## config.mk

```make
export PLATFORM = sky130hd
export DESIGN_NAME = qsic_key_ram
export DESIGN_NICKNAME = d
export VERILOG_FILES = /design/src/rtl/quicksort_with_insertion_cutoff_macros.svh /design/src/rtl/qsic_pkg.sv /design/src/rtl/qsic_key_ram.sv
export SDC_FILE = /design/constraint.sdc
export NUM_CORES = 2
export LEC_CHECK = 0
export BUFFER_PORTS_ARGS = -buffer_cell sky130_fd_sc_hd__buf_4
export CORE_MARGIN = 2
export CORE_UTILIZATION = 55
export CTS_BUF_LIST = sky130_fd_sc_hd__clkbuf_4 sky130_fd_sc_hd__clkbuf_8
export DETAILED_ROUTE_END_ITERATION = 10
export PLACE_DENSITY = 0.84
export REMOVE_ABC_BUFFERS = 1
export SETUP_SLACK_MARGIN = 0.02
export SLEW_MARGIN = 20
export SYNTH_ARGS = -nofsm -noshare
export SYNTH_HDL_FRONTEND = slang
export SYNTH_SLANG_ARGS = --single-unit
export TNS_END_PERCENT = 20
```

## constraint.sdc

```tcl
create_clock -name clk -period 5.7 [get_ports clk]
set_clock_uncertainty 0.1 [all_clocks]
set_input_delay 0.285 -clock clk [delete_from_list [all_inputs] [get_ports clk]]
set_output_delay 0.285 -clock clk [all_outputs]
set_load 0.02 [all_outputs]
```

## src/rtl/quicksort_with_insertion_cutoff_macros.svh

```systemverilog
// Assertion macros for the quicksort block
`ifndef QUICKSORT_WITH_INSERTION_CUTOFF_MACROS_SVH
`define QUICKSORT_WITH_INSERTION_CUTOFF_MACROS_SVH
`ifndef SYNTHESIS
`define QSIC_ASSERT(lbl, clk, rst_n, cond) \
	lbl: assert property (@(posedge clk) disable iff (!rst_n) (cond)) \
		else $error("assertion failed");
`define QSIC_ASSERT_NEXT(lbl, clk, rst_n, ante, cons) \
	lbl: assert property (@(posedge clk) disable iff (!rst_n) (ante) |=> (cons)) \
		else $error("assertion failed");
`else
`define QSIC_ASSERT(lbl, clk, rst_n, cond)
`define QSIC_ASSERT_NEXT(lbl, clk, rst_n, ante, cons)
`endif
`endif

```

## src/rtl/qsic_pkg.sv

```systemverilog
// Shared constants and types for the quicksort block
package qsic_pkg;
	localparam int MAX_ITEMS     = 64;
	localparam int CUTOFF        = 10;
	localparam int STACK_ENTRIES = 12;
	localparam int KEY_W         = 64;
	localparam int ADDR_W        = $clog2(MAX_ITEMS);
	localparam int CNT_W         = $clog2(MAX_ITEMS + 1);
	localparam int IDX_W         = ADDR_W + 2;
	localparam int NPAIRS        = STACK_ENTRIES / 2;
	localparam int SP_W          = $clog2(NPAIRS + 1);
	localparam int PIDX_W        = (NPAIRS > 1) ? $clog2(NPAIRS) : 1;

	typedef logic signed [IDX_W-1:0] idx_t;

	typedef struct packed {
		logic              we;
		logic [ADDR_W-1:0] waddr;
		logic [KEY_W-1:0]  wdata;
		logic              re;
		logic [ADDR_W-1:0] raddr;
	} ram_req_t;

	typedef struct packed {
		logic [ADDR_W-1:0] lo;
		logic [ADDR_W-1:0] hi;
	} bounds_t;
endpackage

```

## src/rtl/qsic_key_ram.sv

```systemverilog
// Key store: one write port, one registered read port
module qsic_key_ram (
	input  logic                     clk,
	input  qsic_pkg::ram_req_t       req,
	output logic [qsic_pkg::KEY_W-1:0] rdata
);
	logic [qsic_pkg::KEY_W-1:0] mem [qsic_pkg::MAX_ITEMS];

	always_ff @(posedge clk) begin
		if (req.we) begin
			mem[req.waddr] <= req.wdata;
		end
		if (req.re) begin
			rdata <= mem[req.raddr];
		end
	end
endmodule

```

==> metrics.txt <==
status=completed; total congestion overflow=0; Leak Pwr=54.99 nW; Top Usage Layer GRT=met2; fin nets=7,320; slowest CP cell=nor2_4; Post-synth top cells=4,160 x edfxtp_1, 1,024 x mux4_2, 170 x buf_2, 168 x a22oi_1, 140 x clkbuf_1; cell with the most instances after synthesis=edfxtp_1; Tot GR Track Use=29.83%; fraction of layout cells with a size suffix above 1=30.91%; final-report max-slew violation count=0; Req. time, crit path=6.25 ns; synth warn=0; vias in the first global route=82,676; CTS tree=built; Max Root-Sink Buffers=4; Design Area, Final=0.1760 mm2; maximum vdd drop=0.3476 mV; Rows=196; area growth from synthesis to layout=12.14%; critical path launch point type=input port; Worst-path clk slew=0.06 ns; Worst EP arrival=3.70 ns; flop2flop setup slack=3.12 ns; initial antenna violation count=25; RSZ-0062 raised after global routing=false; first-pass GRT wire length=607.4 mm; dominant cells by area after synthesis=edfxtp_1 80%, mux4_2 15%, mux2i_1 0.86%; power density cells=343.3 mW/mm2; crit-path most repeated cell=buf_4; cts bufs inserted=605; Compound-Gate Fraction of Synth Area=2.467%; Yosys cell types=32; Achievable Freq=317.4 MHz; Die Y=538.3 um; Initial Util=55.19%; register area share after synthesis=79.57%; Slew @ Worst Pin=1.244 ns; Synth Area in Adders=0%; Clock Latency Late Sink=1.08 ns; area leader, netlist=edfxtp_1; Yosys reg bits=4,160; CORE AREA=0.2845 mm2; die area=0.2897 mm2; Mapped Avg Cell Area=23.79 um2; final setup violation count=0; hold crit path type=input port to register; DR WL/cell=38.03 um; Starting DRT DRC Count=14,867; critical path peak fanout=19; DP HPWL=221.1 mm; CP Cell Sequence=dlygate4sd3_1 -> buf_4 -> nor2b_1 -> nand3_1 -> nor2_4 -> buf_4; Synth Flop Type=edfxtp_1; routed vias/inst=7.040; slowest cell delay on critical path=1.11 ns; Detailed Routing Iterations Pass 1=8; Post-DP Area=0.1637 mm2; post-synthesis mux area share=15.55%; largest net degree at the start of global routing=149; ys async rst share=0%; GR Util met3=8.284%; main combinational cell family by area after synthesis=multiplexers; CTS sink cnt=4,160; Post-Synth XOR/XNOR Area=0%; final hold vios=0; max cap viols=0; Die X=538.3 um; EDFF count, synth=4,160; Post-DRT Antenna Nets=0; Port Buffer Count=142; top cell type's share of synthesized area=79.57%; Slew HR=17.09%; clk root buf=clkbuf_8; Worst setup EP type=register; Final Critical Period=3.151 ns; via count=80,694; setup TNS=0 ns; Simple-Gate Fraction of Synth Area=1.235%; drt total wl=436.0 mm; GR Util met1=37.58%; drc violations=0; H-tree level count=6; cells after synthesis=6,598; GPL Wtd Cong=0.8030; Ports=143; GR Util met2=47.28%; type of the worst setup path=input port to register; final worst-path cycle share=55.27%; Post-Synthesis Cell Area=0.1570 mm2
-- what timing repair did --
action                      CTS  global route
hold endpoints to repair   4321             0
buffers inserted              0             0
resized for setup             0             0
setup endpoints to repair     0             0
hold buffers                 72             0
-- area by class of cell --
| cell class | instances | area, um2 |
|---|---|---|
| Sequential cell | 4160 | 124900 |
| Fill cell | 17097 | 108400 |
| Multi-Input combinational cell | 2049 | 30780 |
| Clock buffer | 804 | 9889 |
| Tap cell | 3762 | 4707 |
| Timing Repair Buffer | 406 | 3959 |
| Clock inverter | 249 | 1684 |
| Inverter | 19 | 71.32 |
| Antenna cell | 14 | 35.03 |
-- placed cells by master (no fill, tap or decap), drive strengths merged, types with 58 or more instances in the layout --
master | synthesis | layout
a211oi | 63 | 63
clkbuf | 140 | 804
nand2 | 58 | 58
a22o | 88 | 88
mux4 | 1024 | 1024
edfxtp | 4160 | 4160
buf | 230 | 334
clkinv | 0 | 198
o22ai | 83 | 83
nor2 | 112 | 112
a22oi | 168 | 168
and3 | 64 | 64
dlygate4sd3 | 0 | 72
mux2i | 135 | 135
-- sequential cells by signal (all words and copies together), names as in the netlist --
name and cells:
mem 4096, rdata 64
-- worst max-delay path: cells and delay by family --
family / cells / cell delay (ns)
buffers and inverters: 3 / 1.37
and+or+nand+nor: 3 / 1.95
-- metrics by stage --
step,util (%),hold slack (ns),std cells,power [mW],setup slack (ns)
3_3_place_gp,57.54,0.6183,10323,37.40,1.973
2_1_floorplan,-,0.2839,6228,35.93,0.01533
6_report,61.88,0.07977,11463,60.44,2.549
3_5_place_dp,57.55,0.6179,10324,37.55,1.897
4_1_cts,61.87,0.02070,11449,60.46,2.710
5_1_grt,61.88,0.06878,11455,61.76,2.620
-- layer usage --
metal  routed length [um]  vias up
met4                28300       12
met1               132200    40845
li1                     -    29892
met3                66880     1735
met2               208500     8210
met5                   92        -
-- logic make-up (layout without fill, tap and decap cells) --
kind of cell,after synthesis,count (layout)
flops,4160,4160
buf+inv,389,1478
mux,1159,1159
compound gates,504,504
other cells,0,14
simple gates,386,386
-- power breakdown --
| group | switching, mW | leakage (nW) | internal [mW] |
|---|---|---|---|
| Clock | 11.3 | 6.12 | 12.1 |
| Sequential | 0.124 | 37.5 | 33.9 |
| Combinational | 1.86 | 11.4 | 1.11 |
| Total | 13.3 | 55.0 | 47.1 |
-- worst paths after layout --
check	startpoint	to	depth (start not counted)
worst min register to register	mem[46][48]	rdata[48]	4
worst max register to register	mem[13][30]	rdata[30]	5
worst min-delay path	req[76]	mem[51][51]	3
worst max-delay path	req[73]	mem[37][12]	6
(Power assumes the default switching activity.)
