`src/rtl/quicksort_with_insertion_cutoff_macros.svh`:
```
// Assertion macros for the quicksort block
`ifndef QUICKSORT_WITH_INSERTION_CUTOFF_MACROS_SVH
`define QUICKSORT_WITH_INSERTION_CUTOFF_MACROS_SVH
`ifndef SYNTHESIS
`define QSIC_ASSERT(lbl, clk, rst_n, cond) \
	lbl: assert property (@(posedge clk) disable iff (!rst_n) (cond)) \
		else $error("assertion failed");
`define QSIC_ASSERT_NEXT(lbl, clk, rst_n, ante, cons) \
	lbl: assert property (@(posedge clk) disable iff (!rst_n) (ante) |=> (cons)) \
		else $error("assertion failed");
`else
`define QSIC_ASSERT(lbl, clk, rst_n, cond)
`define QSIC_ASSERT_NEXT(lbl, clk, rst_n, ante, cons)
`endif
`endif

```
`src/rtl/qsic_pkg.sv`:
```
// Shared constants and types for the quicksort block
package qsic_pkg;
	localparam int MAX_ITEMS     = 64;
	localparam int CUTOFF        = 10;
	localparam int STACK_ENTRIES = 12;
	localparam int KEY_W         = 64;
	localparam int ADDR_W        = $clog2(MAX_ITEMS);
	localparam int CNT_W         = $clog2(MAX_ITEMS + 1);
	localparam int IDX_W         = ADDR_W + 2;
	localparam int NPAIRS        = STACK_ENTRIES / 2;
	localparam int SP_W          = $clog2(NPAIRS + 1);
	localparam int PIDX_W        = (NPAIRS > 1) ? $clog2(NPAIRS) : 1;

	typedef logic signed [IDX_W-1:0] idx_t;

	typedef struct packed {
		logic              we;
		logic [ADDR_W-1:0] waddr;
		logic [KEY_W-1:0]  wdata;
		logic              re;
		logic [ADDR_W-1:0] raddr;
	} ram_req_t;

	typedef struct packed {
		logic [ADDR_W-1:0] lo;
		logic [ADDR_W-1:0] hi;
	} bounds_t;
endpackage

```
`src/rtl/qsic_fp_less.sv`:
```
// Shared binary64 less-than compare unit
module qsic_fp_less (
	input  logic [qsic_pkg::KEY_W-1:0] a,
	input  logic [qsic_pkg::KEY_W-1:0] b,
	output logic                       lt
);
	logic nan_a, nan_b, zeros, mag_lt, mag_gt, raw;

	always_comb begin
		nan_a  = (&a[62:52]) && (|a[51:0]);
		nan_b  = (&b[62:52]) && (|b[51:0]);
		zeros  = (a[62:0] == 63'd0) && (b[62:0] == 63'd0);
		mag_lt = a[62:0] < b[62:0];
		mag_gt = a[62:0] > b[62:0];
		if (a[63] != b[63]) begin
			raw = a[63];
		end else if (a[63]) begin
			raw = mag_gt;
		end else begin
			raw = mag_lt;
		end
		lt = raw && !nan_a && !nan_b && !zeros;
	end
endmodule

```
`src/rtl/qsic_sorter.sv`:
```
// Sort sequencer: median-of-three partition, bound stack and insertion sort
module qsic_sorter (
	input  logic                        clk,
	input  logic                        arst_n,
	input  logic                        start,
	input  logic [qsic_pkg::CNT_W-1:0]  count,
	input  logic [qsic_pkg::KEY_W-1:0]  rdata,
	output qsic_pkg::ram_req_t          req,
	output logic                        done
);
	localparam logic [4:0] S_IDLE = 5'd0,  S_TOP = 5'd1,   S_MED0 = 5'd2,  S_MED1 = 5'd3;
	localparam logic [4:0] S_MED2 = 5'd4,  S_PIV0 = 5'd5,  S_PIV1 = 5'd6,  S_IINC = 5'd7;
	localparam logic [4:0] S_ICHK = 5'd8,  S_JDEC = 5'd9,  S_JCHK = 5'd10, S_CMP = 5'd11;
	localparam logic [4:0] S_FIN0 = 5'd12, S_FIN1 = 5'd13, S_FIN2 = 5'd14, S_SPLIT = 5'd15;
	localparam logic [4:0] S_POP = 5'd16,  S_X0 = 5'd17,   S_X1 = 5'd18,   S_X2 = 5'd19;
	localparam logic [4:0] S_X3 = 5'd20,   S_IJ = 5'd21,   S_IV = 5'd22,   S_IH = 5'd23;
	localparam logic [4:0] S_IC = 5'd24,   S_DONE = 5'd25;

	localparam int AW = qsic_pkg::ADDR_W;
	localparam int IDX_W_U = qsic_pkg::IDX_W;

	logic [4:0] state_q, ret_q;
	qsic_pkg::idx_t lo_q, hi_q, i_q, j_q, h_q, jj_q, ins_lo_q, ins_hi_q;
	logic [AW-1:0] p_q, q_q;
	logic force_q, swap_q;
	logic [qsic_pkg::KEY_W-1:0] a_q, pv_q, v_q;
	qsic_pkg::bounds_t stack_q [qsic_pkg::NPAIRS];
	logic [qsic_pkg::SP_W-1:0] sp_q;

	logic [qsic_pkg::KEY_W-1:0] op_a, op_b;
	logic lt;
	qsic_pkg::idx_t diff, mid;
	logic [IDX_W_U-1:0] sum_u;
	logic few_keys, go_hi, room;
	qsic_pkg::bounds_t top_b;

	qsic_fp_less u_less (.a(op_a), .b(op_b), .lt(lt));

	always_comb begin
		case (state_q)
			S_ICHK:  begin op_a = rdata; op_b = pv_q; end
			S_JCHK:  begin op_a = pv_q;  op_b = rdata; end
			S_IC:    begin op_a = rdata; op_b = v_q; end
			default: begin op_a = rdata; op_b = a_q; end
		endcase
	end

	always_comb begin
		diff     = hi_q - lo_q;
		few_keys = (diff < qsic_pkg::idx_t'(qsic_pkg::CUTOFF)) || (diff < qsic_pkg::idx_t'(2));
		sum_u    = IDX_W_U'(lo_q) + IDX_W_U'(hi_q);
		mid      = qsic_pkg::idx_t'(sum_u >> 1);
		go_hi    = (hi_q - i_q + qsic_pkg::idx_t'(1)) >= (j_q - lo_q);
		room     = sp_q < qsic_pkg::SP_W'(qsic_pkg::NPAIRS);
		top_b    = stack_q[qsic_pkg::PIDX_W'(sp_q - qsic_pkg::SP_W'(1))];
	end

	always_comb begin
		req = '0;
		unique case (state_q)
			S_X0:   begin req.re = 1'b1; req.raddr = p_q; end
			S_X1:   begin req.re = 1'b1; req.raddr = q_q; end
			S_X2:   begin req.we = force_q | lt; req.waddr = p_q; req.wdata = rdata; end
			S_X3:   begin req.we = swap_q; req.waddr = q_q; req.wdata = a_q; end
			S_PIV0: begin req.re = 1'b1; req.raddr = AW'(lo_q + qsic_pkg::idx_t'(1)); end
			S_IINC: begin req.re = 1'b1; req.raddr = AW'(i_q + qsic_pkg::idx_t'(1)); end
			S_JDEC: begin req.re = 1'b1; req.raddr = AW'(j_q - qsic_pkg::idx_t'(1)); end
			S_FIN0: begin req.re = 1'b1; req.raddr = AW'(j_q); end
			S_FIN1: begin
				req.we = 1'b1; req.waddr = AW'(lo_q + qsic_pkg::idx_t'(1)); req.wdata = rdata;
			end
			S_FIN2: begin req.we = 1'b1; req.waddr = AW'(j_q); req.wdata = pv_q; end
			S_IJ:   begin req.re = (jj_q <= ins_hi_q); req.raddr = AW'(jj_q); end
			S_IH:   begin
				req.re    = (h_q != ins_lo_q);
				req.raddr = AW'(h_q - qsic_pkg::idx_t'(1));
				req.we    = (h_q == ins_lo_q);
				req.waddr = AW'(h_q);
				req.wdata = v_q;
			end
			S_IC:   begin
				req.we = 1'b1; req.waddr = AW'(h_q); req.wdata = lt ? v_q : rdata;
			end
			default: req = '0;
		endcase
	end

	assign done = (state_q == S_DONE);

	always_ff @(posedge clk or negedge arst_n) begin
		if (!arst_n) begin
			state_q <= S_IDLE;
			ret_q   <= S_IDLE;
			sp_q    <= '0;
			lo_q    <= '0;
			hi_q    <= '0;
			i_q     <= '0;
			j_q     <= '0;
			h_q     <= '0;
			jj_q    <= '0;
			ins_lo_q <= '0;
			ins_hi_q <= '0;
			p_q     <= '0;
			q_q     <= '0;
			force_q <= 1'b0;
			swap_q  <= 1'b0;
		end else begin
			unique case (state_q)
				S_IDLE: begin
					if (start) begin
						lo_q    <= '0;
						hi_q    <= qsic_pkg::idx_t'(count) - qsic_pkg::idx_t'(1);
						sp_q    <= '0;
						state_q <= S_TOP;
					end
				end
				S_TOP: begin
					if (few_keys) begin
						ins_lo_q <= lo_q;
						ins_hi_q <= hi_q;
						jj_q     <= lo_q + qsic_pkg::idx_t'(1);
						ret_q    <= S_POP;
						state_q  <= S_IJ;
					end else begin
						p_q     <= AW'(mid);
						q_q     <= AW'(lo_q + qsic_pkg::idx_t'(1));
						force_q <= 1'b1;
						ret_q   <= S_MED0;
						state_q <= S_X0;
					end
				end
				S_MED0: begin
					p_q <= AW'(lo_q); q_q <= AW'(hi_q); force_q <= 1'b0;
					ret_q <= S_MED1; state_q <= S_X0;
				end
				S_MED1: begin
					p_q <= AW'(lo_q + qsic_pkg::idx_t'(1)); q_q <= AW'(hi_q); force_q <= 1'b0;
					ret_q <= S_MED2; state_q <= S_X0;
				end
				S_MED2: begin
					p_q <= AW'(lo_q); q_q <= AW'(lo_q + qsic_pkg::idx_t'(1)); force_q <= 1'b0;
					ret_q <= S_PIV0; state_q <= S_X0;
				end
				S_PIV0: begin
					i_q     <= lo_q + qsic_pkg::idx_t'(1);
					j_q     <= hi_q;
					state_q <= S_PIV1;
				end
				S_PIV1: begin
					pv_q    <= rdata;
					state_q <= S_IINC;
				end
				S_IINC: begin
					i_q     <= i_q + qsic_pkg::idx_t'(1);
					state_q <= S_ICHK;
				end
				S_ICHK: begin
					state_q <= ((i_q < hi_q) && lt) ? S_IINC : S_JDEC;
				end
				S_JDEC: begin
					j_q     <= j_q - qsic_pkg::idx_t'(1);
					state_q <= S_JCHK;
				end
				S_JCHK: begin
					state_q <= ((j_q > lo_q) && lt) ? S_JDEC : S_CMP;
				end
				S_CMP: begin
					if (j_q < i_q) begin
						state_q <= S_FIN0;
					end else begin
						p_q <= AW'(i_q); q_q <= AW'(j_q); force_q <= 1'b1;
						ret_q <= S_IINC; state_q <= S_X0;
					end
				end
				S_FIN0: state_q <= S_FIN1;
				S_FIN1: state_q <= S_FIN2;
				S_FIN2: state_q <= S_SPLIT;
				S_SPLIT: begin
					if (go_hi) begin
						hi_q     <= j_q - qsic_pkg::idx_t'(1);
						ins_lo_q <= i_q;
						ins_hi_q <= hi_q;
						jj_q     <= i_q + qsic_pkg::idx_t'(1);
						if (room) begin
							stack_q[qsic_pkg::PIDX_W'(sp_q)] <= '{lo: AW'(i_q), hi: AW'(hi_q)};
						end
					end else begin
						lo_q     <= i_q;
						ins_lo_q <= lo_q;
						ins_hi_q <= j_q - qsic_pkg::idx_t'(1);
						jj_q     <= lo_q + qsic_pkg::idx_t'(1);
						if (room) begin
							stack_q[qsic_pkg::PIDX_W'(sp_q)] <=
								'{lo: AW'(lo_q), hi: AW'(j_q - qsic_pkg::idx_t'(1))};
						end
					end
					if (room) begin
						sp_q    <= sp_q + qsic_pkg::SP_W'(1);
						state_q <= S_TOP;
					end else begin
						ret_q   <= S_TOP;
						state_q <= S_IJ;
					end
				end
				S_POP: begin
					if (sp_q == '0) begin
						state_q <= S_DONE;
					end else begin
						sp_q    <= sp_q - qsic_pkg::SP_W'(1);
						lo_q    <= qsic_pkg::idx_t'(top_b.lo);
						hi_q    <= qsic_pkg::idx_t'(top_b.hi);
						state_q <= S_TOP;
					end
				end
				S_X0: state_q <= S_X1;
				S_X1: begin
					a_q     <= rdata;
					state_q <= S_X2;
				end
				S_X2: begin
					swap_q  <= force_q | lt;
					state_q <= S_X3;
				end
				S_X3: state_q <= ret_q;
				S_IJ: begin
					state_q <= (jj_q <= ins_hi_q) ? S_IV : ret_q;
				end
				S_IV: begin
					v_q     <= rdata;
					h_q     <= jj_q;
					state_q <= S_IH;
				end
				S_IH: begin
					if (h_q == ins_lo_q) begin
						jj_q    <= jj_q + qsic_pkg::idx_t'(1);
						state_q <= S_IJ;
					end else begin
						state_q <= S_IC;
					end
				end
				S_IC: begin
					if (lt) begin
						jj_q    <= jj_q + qsic_pkg::idx_t'(1);
						state_q <= S_IJ;
					end else begin
						h_q     <= h_q - qsic_pkg::idx_t'(1);
						state_q <= S_IH;
					end
				end
				S_DONE: state_q <= S_IDLE;
				default: state_q <= S_IDLE;
			endcase
		end
	end
endmodule

```
`config.mk`:
```
export PLATFORM = sky130hd
export DESIGN_NAME = qsic_sorter
export DESIGN_NICKNAME = d
export VERILOG_FILES = /design/src/rtl/quicksort_with_insertion_cutoff_macros.svh /design/src/rtl/qsic_pkg.sv /design/src/rtl/qsic_fp_less.sv /design/src/rtl/qsic_sorter.sv
export SDC_FILE = /design/constraint.sdc
export NUM_CORES = 1
export LEC_CHECK = 0
export BUFFER_PORTS_ARGS = -buffer_cell sky130_fd_sc_hd__buf_2
export CAP_MARGIN = 20
export CELL_PAD_IN_SITES_DETAIL_PLACEMENT = 0
export CELL_PAD_IN_SITES_GLOBAL_PLACEMENT = 1
export CORE_ASPECT_RATIO = 1.75
export CORE_MARGIN = 8
export CORE_UTILIZATION = 53
export CTS_CLUSTER_DIAMETER = 50
export DETAILED_ROUTE_END_ITERATION = 10
export GPL_ROUTABILITY_DRIVEN = 1
export HOLD_SLACK_MARGIN = 0.1
export PLACE_DENSITY_LB_ADDON = 0.1
export SLEW_MARGIN = 10
export SYNTH_ARGS = -nofsm -noshare
export SYNTH_HDL_FRONTEND = slang
export SYNTH_HIERARCHICAL = 1
export SYNTH_SLANG_ARGS = --single-unit
export TNS_END_PERCENT = 20
```
`constraint.sdc`:
```
create_clock -name clk -period 10.05 [get_ports clk]
set_input_delay 0.5025 -clock clk [delete_from_list [all_inputs] [get_ports clk]]
set_output_delay 0.5025 -clock clk [all_outputs]
set_load 0.02 [all_outputs]
```
==> results.md, run 1 <==
- The vias per cell is 6.569.
- In this run the mean area of a mapped cell was 10.31 sq um.
- The worst min-delay path category is in2reg.
- The total DRC errors in the routed layout is 0.
- The max-capacitance violation count is 0.
- The first global-routing pass estimated 113300 um of wire.
- The total of fill cells in the finished design is 3641.
- The largest buffer count on any clock path is 3.
- The post-synthesis cell type count is 87.
- The final core utilization is 59.92%.
- STA puts the critical path data required time at 9.55 ns.
- The pin count of the biggest net entering global routing is 72.
- In this run the tightest slew margin relative to its limit is 29.26%.
- The final number of max-transition violations is 0.
- The maximum fanout encountered on the critical timing path is 66.
- Synthesis produced 2143 cells.
- The setup slack of the worst register-to-register path is 3.66 ns.
- In the final layout, the share of cells above drive strength 1 is 17.41%.
- By area the synthesized netlist is led by edfxtp_1 (36%), dfrtp_1 (10%), ha_1 (7.6%).
- The worst path arrival time is 7.38 ns.
- The number of antenna violations at the first check in global routing is 0.
- The netlist area before placement is 0.02209 sq mm.
- The tree is rooted in a clkbuf_16.
- During placement, the flow inserted port buffers numbering 152.
- For this block, the initial DRC count from the detailed router was 1953.
- In this run the vertical extent of the chip is 286.1 um.
- In the synthesized netlist the dominant register cell turns out to be edfxtp_1.
- Setup repair after global routing left no endpoint under its margin.
- The run finished with clean final reports.
- The number of buffers created by CTS is 38.
- After clock tree synthesis, the setup repair step added 0 buffers.
- The source-to-sink clock delay at the later pin of the worst-skew pair is 0.56 ns.
- In the final timing run, aggregate negative setup slack is 0 ns.
- The pre-antenna-repair detailed-routing pass consisted of 9 iterations.
- The H-tree depth reported by CTS is 2.
- The number of placement rows is 99.
- Yosys mapped a number of flops with a built-in enable equal to 264.
- Clock-pin slew was measured on the worst setup and hold paths at 0.07 ns.
- The routability congestion estimate is 0.9777.
- The count of boundary I/O pins is 153.
- Based on the critical path, the design can be clocked at up to 0.1268 GHz.
- The power after layout is 7320 uW.
- The leading area contributor after synthesis is edfxtp_1.
- Counting flops and latches in the post-synthesis netlist gives 354.
- Detailed placement ended at an HPWL of 54760 um.
- The critical path is of the reg2out type.
- The global routing usage summed across all routing layers is 30.43%.
- The pin slew with the least headroom to its limit is 1.054 ns.
- The power per unit of standard cell area is 295.3 mW/mm^2.
- Across the VDD grid, the largest voltage drop is 326.0 uV.
- The antenna diode instance count is 0.
- The via count of the first global-routing pass is 18833.
- In the final routed layout, each cell accounts on average for 26.46 um.
- The final route contains 18589 vias.
- The die outline width is 170.3 um.
- The detail route stage leaves a number of antenna-violating nets equal to 0.
- The category of the worst setup path launch point is a flop.
- The number of nets in the final layout is 2460.
- The number of resized instances in the post-cts repair step is 0.
- The standby leakage power is 0.009893 uW.
- The total clock sinks is 354.
- STA classifies the critical path endpoint as a primary output.
- The total congestion overflow after global routing is 0.
- The full die area is 0.04872 sq mm.
- The core region area is 0.04137 sq mm.
- Of the post-synthesis cell area, the dominant cell type holds 35.89%.
- The total of warnings raised by yosys is 6.
- The sequential share of the synthesized area is 46.08%.
- The share of the clock period used by the worst path after layout is 78.47%.
- Across the routed clock network, the largest skew measured is 0.03249 ns.
- Setup violations remaining at the end of the flow were counted as 0.
- Synthesis produced a netlist with a net count of 2355.
- The area added between synthesis and finish is 12.22%.
- The number of hold violations in the final report is 0.
- Once the floorplan was initialized, standard cells occupied 53.39% of the core.
- After layout, the minimum clock period comes to 7.887 ns.
- After synthesis, the share of flip-flops with an asynchronous set or reset is 25.42%.
- TritonCTS built the clock tree.
- The final routed wirelength across all metal layers is 74890 um.
final cells by class:
| type | instances | area [sq um] | share of cell area [%] |
|---|---|---|---|
| multi-input cells | 1534 | 11030 | 44.48 |
| flip-flops and latches | 354 | 10180 | 41.06 |
| repair buffers | 192 | 1099 | 4.431 |
| clock buffers | 44 | 1005 | 4.053 |
| well taps | 555 | 694.4 | 2.801 |
| inverters | 128 | 480.5 | 1.938 |
| clock inverters | 23 | 305.3 | 1.232 |
where the power goes:
group	total (uW)	internal, uW	switching, uW
combinational	3690	1390	2300
clock	1500	881	619
sequential	2140	1820	320
synthesized netlist by cell type, drive strengths merged (6+ instances only):
cell type / instances
and2: 7
nand2: 302
a21o: 12
nor3: 32
mux4: 12
o221ai: 10
a31oi: 8
nor4: 46
mux2: 92
a222oi: 68
o21ai: 82
dfrtp: 90
a22oi: 157
nand3b: 7
edfxtp: 264
nand2b: 16
xor2: 21
o21bai: 9
nor2: 102
nand4: 27
nor2b: 9
mux2i: 19
ha: 135
and4: 6
inv: 128
nand3: 46
and3: 7
o21a: 10
a21oi: 112
xnor2: 49
a221oi: 10
a211oi: 16
buf: 26
clkbuf: 101
o211ai: 9
o22ai: 24
flip-flops by register name, summed over array words and instances, names as in the netlist:
signal,cells
pv_q,64
a_q,64
ins_hi_q,8
q_q,6
lo_q,8
hi_q,8
force_q,1
stack_q,72
ret_q,4
h_q,8
i_q,8
state_q,5
j_q,8
ins_lo_q,8
sp_q,3
swap_q,1
p_q,6
jj_q,8
v_q,64
cell families (layout without fill, tap and decap cells):
family	Yosys count	in the layout	synth area share, %
flops	354	354	46.08
mux	123	123	6.910
buf+inv	255	387	4.599
fa+ha+maj	138	138	7.918
compound gates	575	575	18.46
simple gates	628	628	13.25
xor+xnor	70	70	2.775
stage by stage:
step | worst slack [ns] | std cells | area (sq um) | hold WS [ns]
2_1_floorplan | 3.856 | 2143 | 22090 | 0.2069
3_3_place_gp | 3.039 | 2760 | 23450 | 0.4925
3_5_place_dp | 2.961 | 2762 | 23470 | 0.4974
4_1_cts | 2.390 | 2830 | 24790 | 0.1816
5_1_grt | 2.025 | 2830 | 24790 | 0.1932
6_report | 2.163 | 2830 | 24790 | 0.1958
routing by layer:
metal | track usage [%] | up-vias | share of wire [%]
li1 | - | 8394 | -
met1 | 31.95 | 8981 | 34
met2 | 54.71 | 946 | 52
met3 | 4.003 | 268 | 6.1
met4 | 22.03 | 0 | 7.9
met5 | 0 | - | 0
critical path: stages (launching register included):
cell      delay [ns]
dfrtp_1         0.55
buf_4           0.29
nand2b_1        0.26
nor2_4          0.72
buf_12          0.36
mux2_2          0.41
nor4_1          0.74
nand4_1         0.19
nor4_2          0.51
or4_1           0.20
o41ai_1         0.06
a31oi_1         0.33
o221a_1         0.50
nand2_1         0.15
nand2_2         0.36
buf_4           0.54
a222oi_1        0.22
nand2_1         0.13
buf_2           0.17
worst paths after layout:
kind / from / to / cells past startpoint
worst max-delay path: state_q[1]$_DFFE_PN0N_ / req[25] / 18
worst min-delay path: rdata[3] / a_q[3]$_DFFE_PP_ / 1
worst max register to register: state_q[1]$_DFFE_PN0N_ / state_q[1]$_DFFE_PN0N_ / 16
worst min register to register: ret_q[2]$_DFFE_PN0P_ / ret_q[2]$_DFFE_PN0P_ / 1
max in group asynchronous: arst_n / j_q[5]$_DFFE_PN0P_ / 3
min in group asynchronous: arst_n / hi_q[5]$_DFFE_PN0P_ / 2
placed cells by master, fill, tap and decap left out, types with 39 or more instances in the layout:
cell type	synthesis	final
nand2_1	300	299
edfxtp_1	264	264
a22oi_1	157	157
buf_2	12	151
ha_1	135	135
inv_1	128	128
a21oi_1	111	111
nor2_1	101	95
dfrtp_1	90	90
mux2_2	84	84
o21ai_0	78	78
a222oi_1	68	68
xnor2_1	49	49
nand3_1	46	46
clkbuf_16	0	39
timing repair:
item                                   4_1_cts  5_1_grt
setup endpoints to repair                    0        0
endpoints found under the hold margin       29        0
hold buffers                                 1        0
(Power assumes the default switching activity.)
==> run 2, diff against run 1 <==
Settings changed: CORE_UTILIZATION 53 to 49.
Clock period 10.05 ns to 7.4 ns, I/O delays scaled along.
==> run 2 against run 1 <==
  * Largest power group unchanged
  * Power up 35%
  * Largest cell class unchanged
  * Register-to-register slack lost 1.9 ns
  * First-iteration DRC count down 7.9%
  * Critical endpoint is now req[70]
==> results.md, run 2 (synthesis gave the netlist of run 1 again) <==
- The detailed placement HPWL is 56470 um.
- The layout has 3929 filler cells.
- Among the stages of the critical path, the cell type that occurs most often is nand2_1.
- The total clock sinks is 354.
- The via count of the first global-routing pass was 19360.
- Hold timing on the final database bottoms out at a slack of 0.1178 ns.
- The final sum of negative setup slack is 0 ns.
- The TritonCTS clock tree is yes.
- Global routing finished with a remaining overflow of 0.
- The number of placement rows is 103.
- The setup slack of the worst register-to-register path is 1.73 ns.
- The initial standard-cell utilization of the core is 49.26%.
- The top cell types in the final layout, fill and taps aside, are nand2_1 (299), edfxtp_1 (264), a22oi_1 (157).
- The cell with the biggest individual delay on the critical path is a222oi_1.
- The core region is 0.04485 sq mm.
- The critical path goes through buf_4, or2_2, nor2_4, buf_12, a22oi_1, nand2_1, inv_1, ha_1, nand4_1, nor4_1, and4_1, a221oi_2, and2_1, o221a_1, nand2_1, nand2_2, buf_4, a222oi_1, nand2_1, buf_2.
- The number of iterations in the first detailed-routing pass is 8.
- For the pin with the worst max-slew slack, the measured transition is 1.076 ns.
- The internal portion of the total power is 5463 uW.
- The worst-case headroom to the max-slew limit is 27.75%.
- After the last flow step, the layout net total stands at 2520.
- The max-capacitance violation count is 0.
- The die outline width is 176.5 um.
- Counting I/O delays and the setup requirement, the final critical path takes 6.795 ns.
- The number of buffers created by CTS is 36.
- The number of flip-flops under the largest register name is 72.
- On the worst path, the slowest cell contributes a delay of 0.54 ns.
- Setup repair after global routing left no endpoint under its margin.
- Using the TritonRoute via totals, the vias-per-cell ratio works out to 6.412.
- The final critical path takes up 91.82% of the cycle.
- The tree is rooted in a clkbuf_16.
- The power per unit of standard cell area is 389.9 mW/mm^2.
- The layout cell share with drive strength beyond 1 is 17.00%.
- The peak ir drop on the vdd network is 648.3 uV.
- The clock network is responsible for 19.2% of the overall power.
- Clock latency on the worst-skew pair, taken at its later pin, is 0.54 ns.
- Derived from the worst setup path, the maximum achievable clock frequency is 0.1472 GHz.
- The worst min-delay path category is in2reg.
- After detailed routing, the number of remaining DRC violations is 0.
- The global routing usage summed across all routing layers is 28.64%.
- After detailed routing, the average wire length per cell comes to 26.14 um.
- The largest buffer count on any clock path is 3.
- The number of hold violations in the final report is 0.
- The remaining antenna violation count after routing is 0.
- The completed layout was analyzed and its total power is 9900 uW.
- The worst setup path is launched from a flop.
- For this block, the via count after detailed routing is 18672.
- Combinational logic burns 51.0% of the power.
- Buffers placed on the I/O ports in this run total 152.
- The antenna diode instance count is 0.
- The share of total power consumed by net switching is 44.82%.
- The detailed router finished its first iteration with 1799 violations.
- The required arrival time at the worst endpoint is 7.03 ns.
- The number of antenna violations at the first check in global routing is 0.
- The first global-routing pass estimated 116200 um of wire.
- The worst setup path is captured at a primary output.
- The H-tree generated during clock tree synthesis spans 2 levels.
- Of all nets on the critical path, the largest fanout is 65.
- After detailed placement, the design holds a cell count of 2791.
- The worst path arrival time is 6.42 ns.
- The number of resized instances in the post-cts repair step is 0.
- The analysis attributes to cell leakage a power of 0.01013 uW.
- The switching power total is 4437 uW.
- At the end of routability-driven placement, the weighted congestion stood at 0.9794.
- The count of non-filler cells in the finished layout is 2912.
- The worst setup path is of the reg2out kind.
- stack_q holds more flip-flops than any other register.
- The count of boundary I/O pins is 153.
- The floorplan step defined a die boundary enclosing 0.05240 sq mm.
- Registers are responsible for 29.9% of the overall power.
- The final number of max-transition violations is 0.
- After clock tree synthesis, the clock-pin slew on the worst setup and hold paths is 0.07 ns.
- The largest clock skew in the final design is 0.02556 ns.
- The final routed wirelength across all metal layers is 76110 um.
- The run finished with clean final reports.
- From synthesis to final layout, the design area changed by 14.95%.
- The pin count of the biggest net entering global routing is 72.
- Setup violations remaining at the end of the flow were counted as 0.
- The floorplan step set the die height to 296.9 um.
- The most common library cell in the layout ignoring fill and taps is nand2_1.
## run 2: power groups by stage
stage | combinational, uW | sequential, uW | clock (uW)
CTS | 5040 | 2940 | 1930
global route | 5500 | 2970 | 1990
detailed placement | 4980 | 2980 | 0
floorplan | 3550 | 2690 | 0
global placement | 4920 | 2970 | 0
finish | 5050 | 2960 | 1900
## run 2: final cells by class
class	count	area, sq um	area share (%)
multi-input combinational	1534	11030	43.43
sequential	354	10180	40.09
timing repair buffer	254	1764	6.948
clock buffer	41	962.2	3.789
tap	577	721.9	2.843
inverter	128	480.5	1.892
clock inverter	24	255.2	1.005
## run 2: stage by stage
step                area, sq um  utilization [%]  setup WS (ns)
floorplan                 22090                -          1.206
global route              25390            56.62         0.3623
global placement          23590            52.59          1.222
CTS                       25390            56.62         0.5627
detailed placement        23610            52.65          1.171
finish                    25390            56.62         0.6054
## run 2: layer usage
layer,wire [um],part of all wire (%),vias to the layer above,track usage (%)
li1,-,-,8513,-
met1,26010,34,9052,29.34
met2,39630,52,835,51.59
met3,3944,5.2,272,3.875
met4,6528,8.6,0,21.63
met5,0,0,-,0
## run 2: path summary, 6_finish.rpt
check	depth (start not counted)	from	end
min in group asynchronous	2	arst_n	q_q[0]$_DFFE_PN0P_
setup reg to reg	18	state_q[0]$_DFFE_PN0N_	h_q[1]$_DFFE_PN0P_
hold reg to reg	1	force_q$_DFFE_PN0P_	force_q$_DFFE_PN0P_
hold / removal	1	rdata[3]	pv_q[3]$_DFFE_PP_
max in group asynchronous	3	arst_n	jj_q[6]$_DFFE_PN0P_
setup / recovery	20	state_q[0]$_DFFE_PN0N_	req[70]
## run 2: worst max-delay path, delay by kind of cell, from the launching register on
family	cells	cell delay [ns]
compound gates	4	1.13
fa+ha+maj	1	0.29
buf+inv	5	1.21
flops	1	0.51
simple gates	10	2.66
## run 2: what timing repair did
item,4_1_cts,5_1_grt
setup buffers,0,0
hold buffers,56,0
endpoints found under the hold margin,189,0
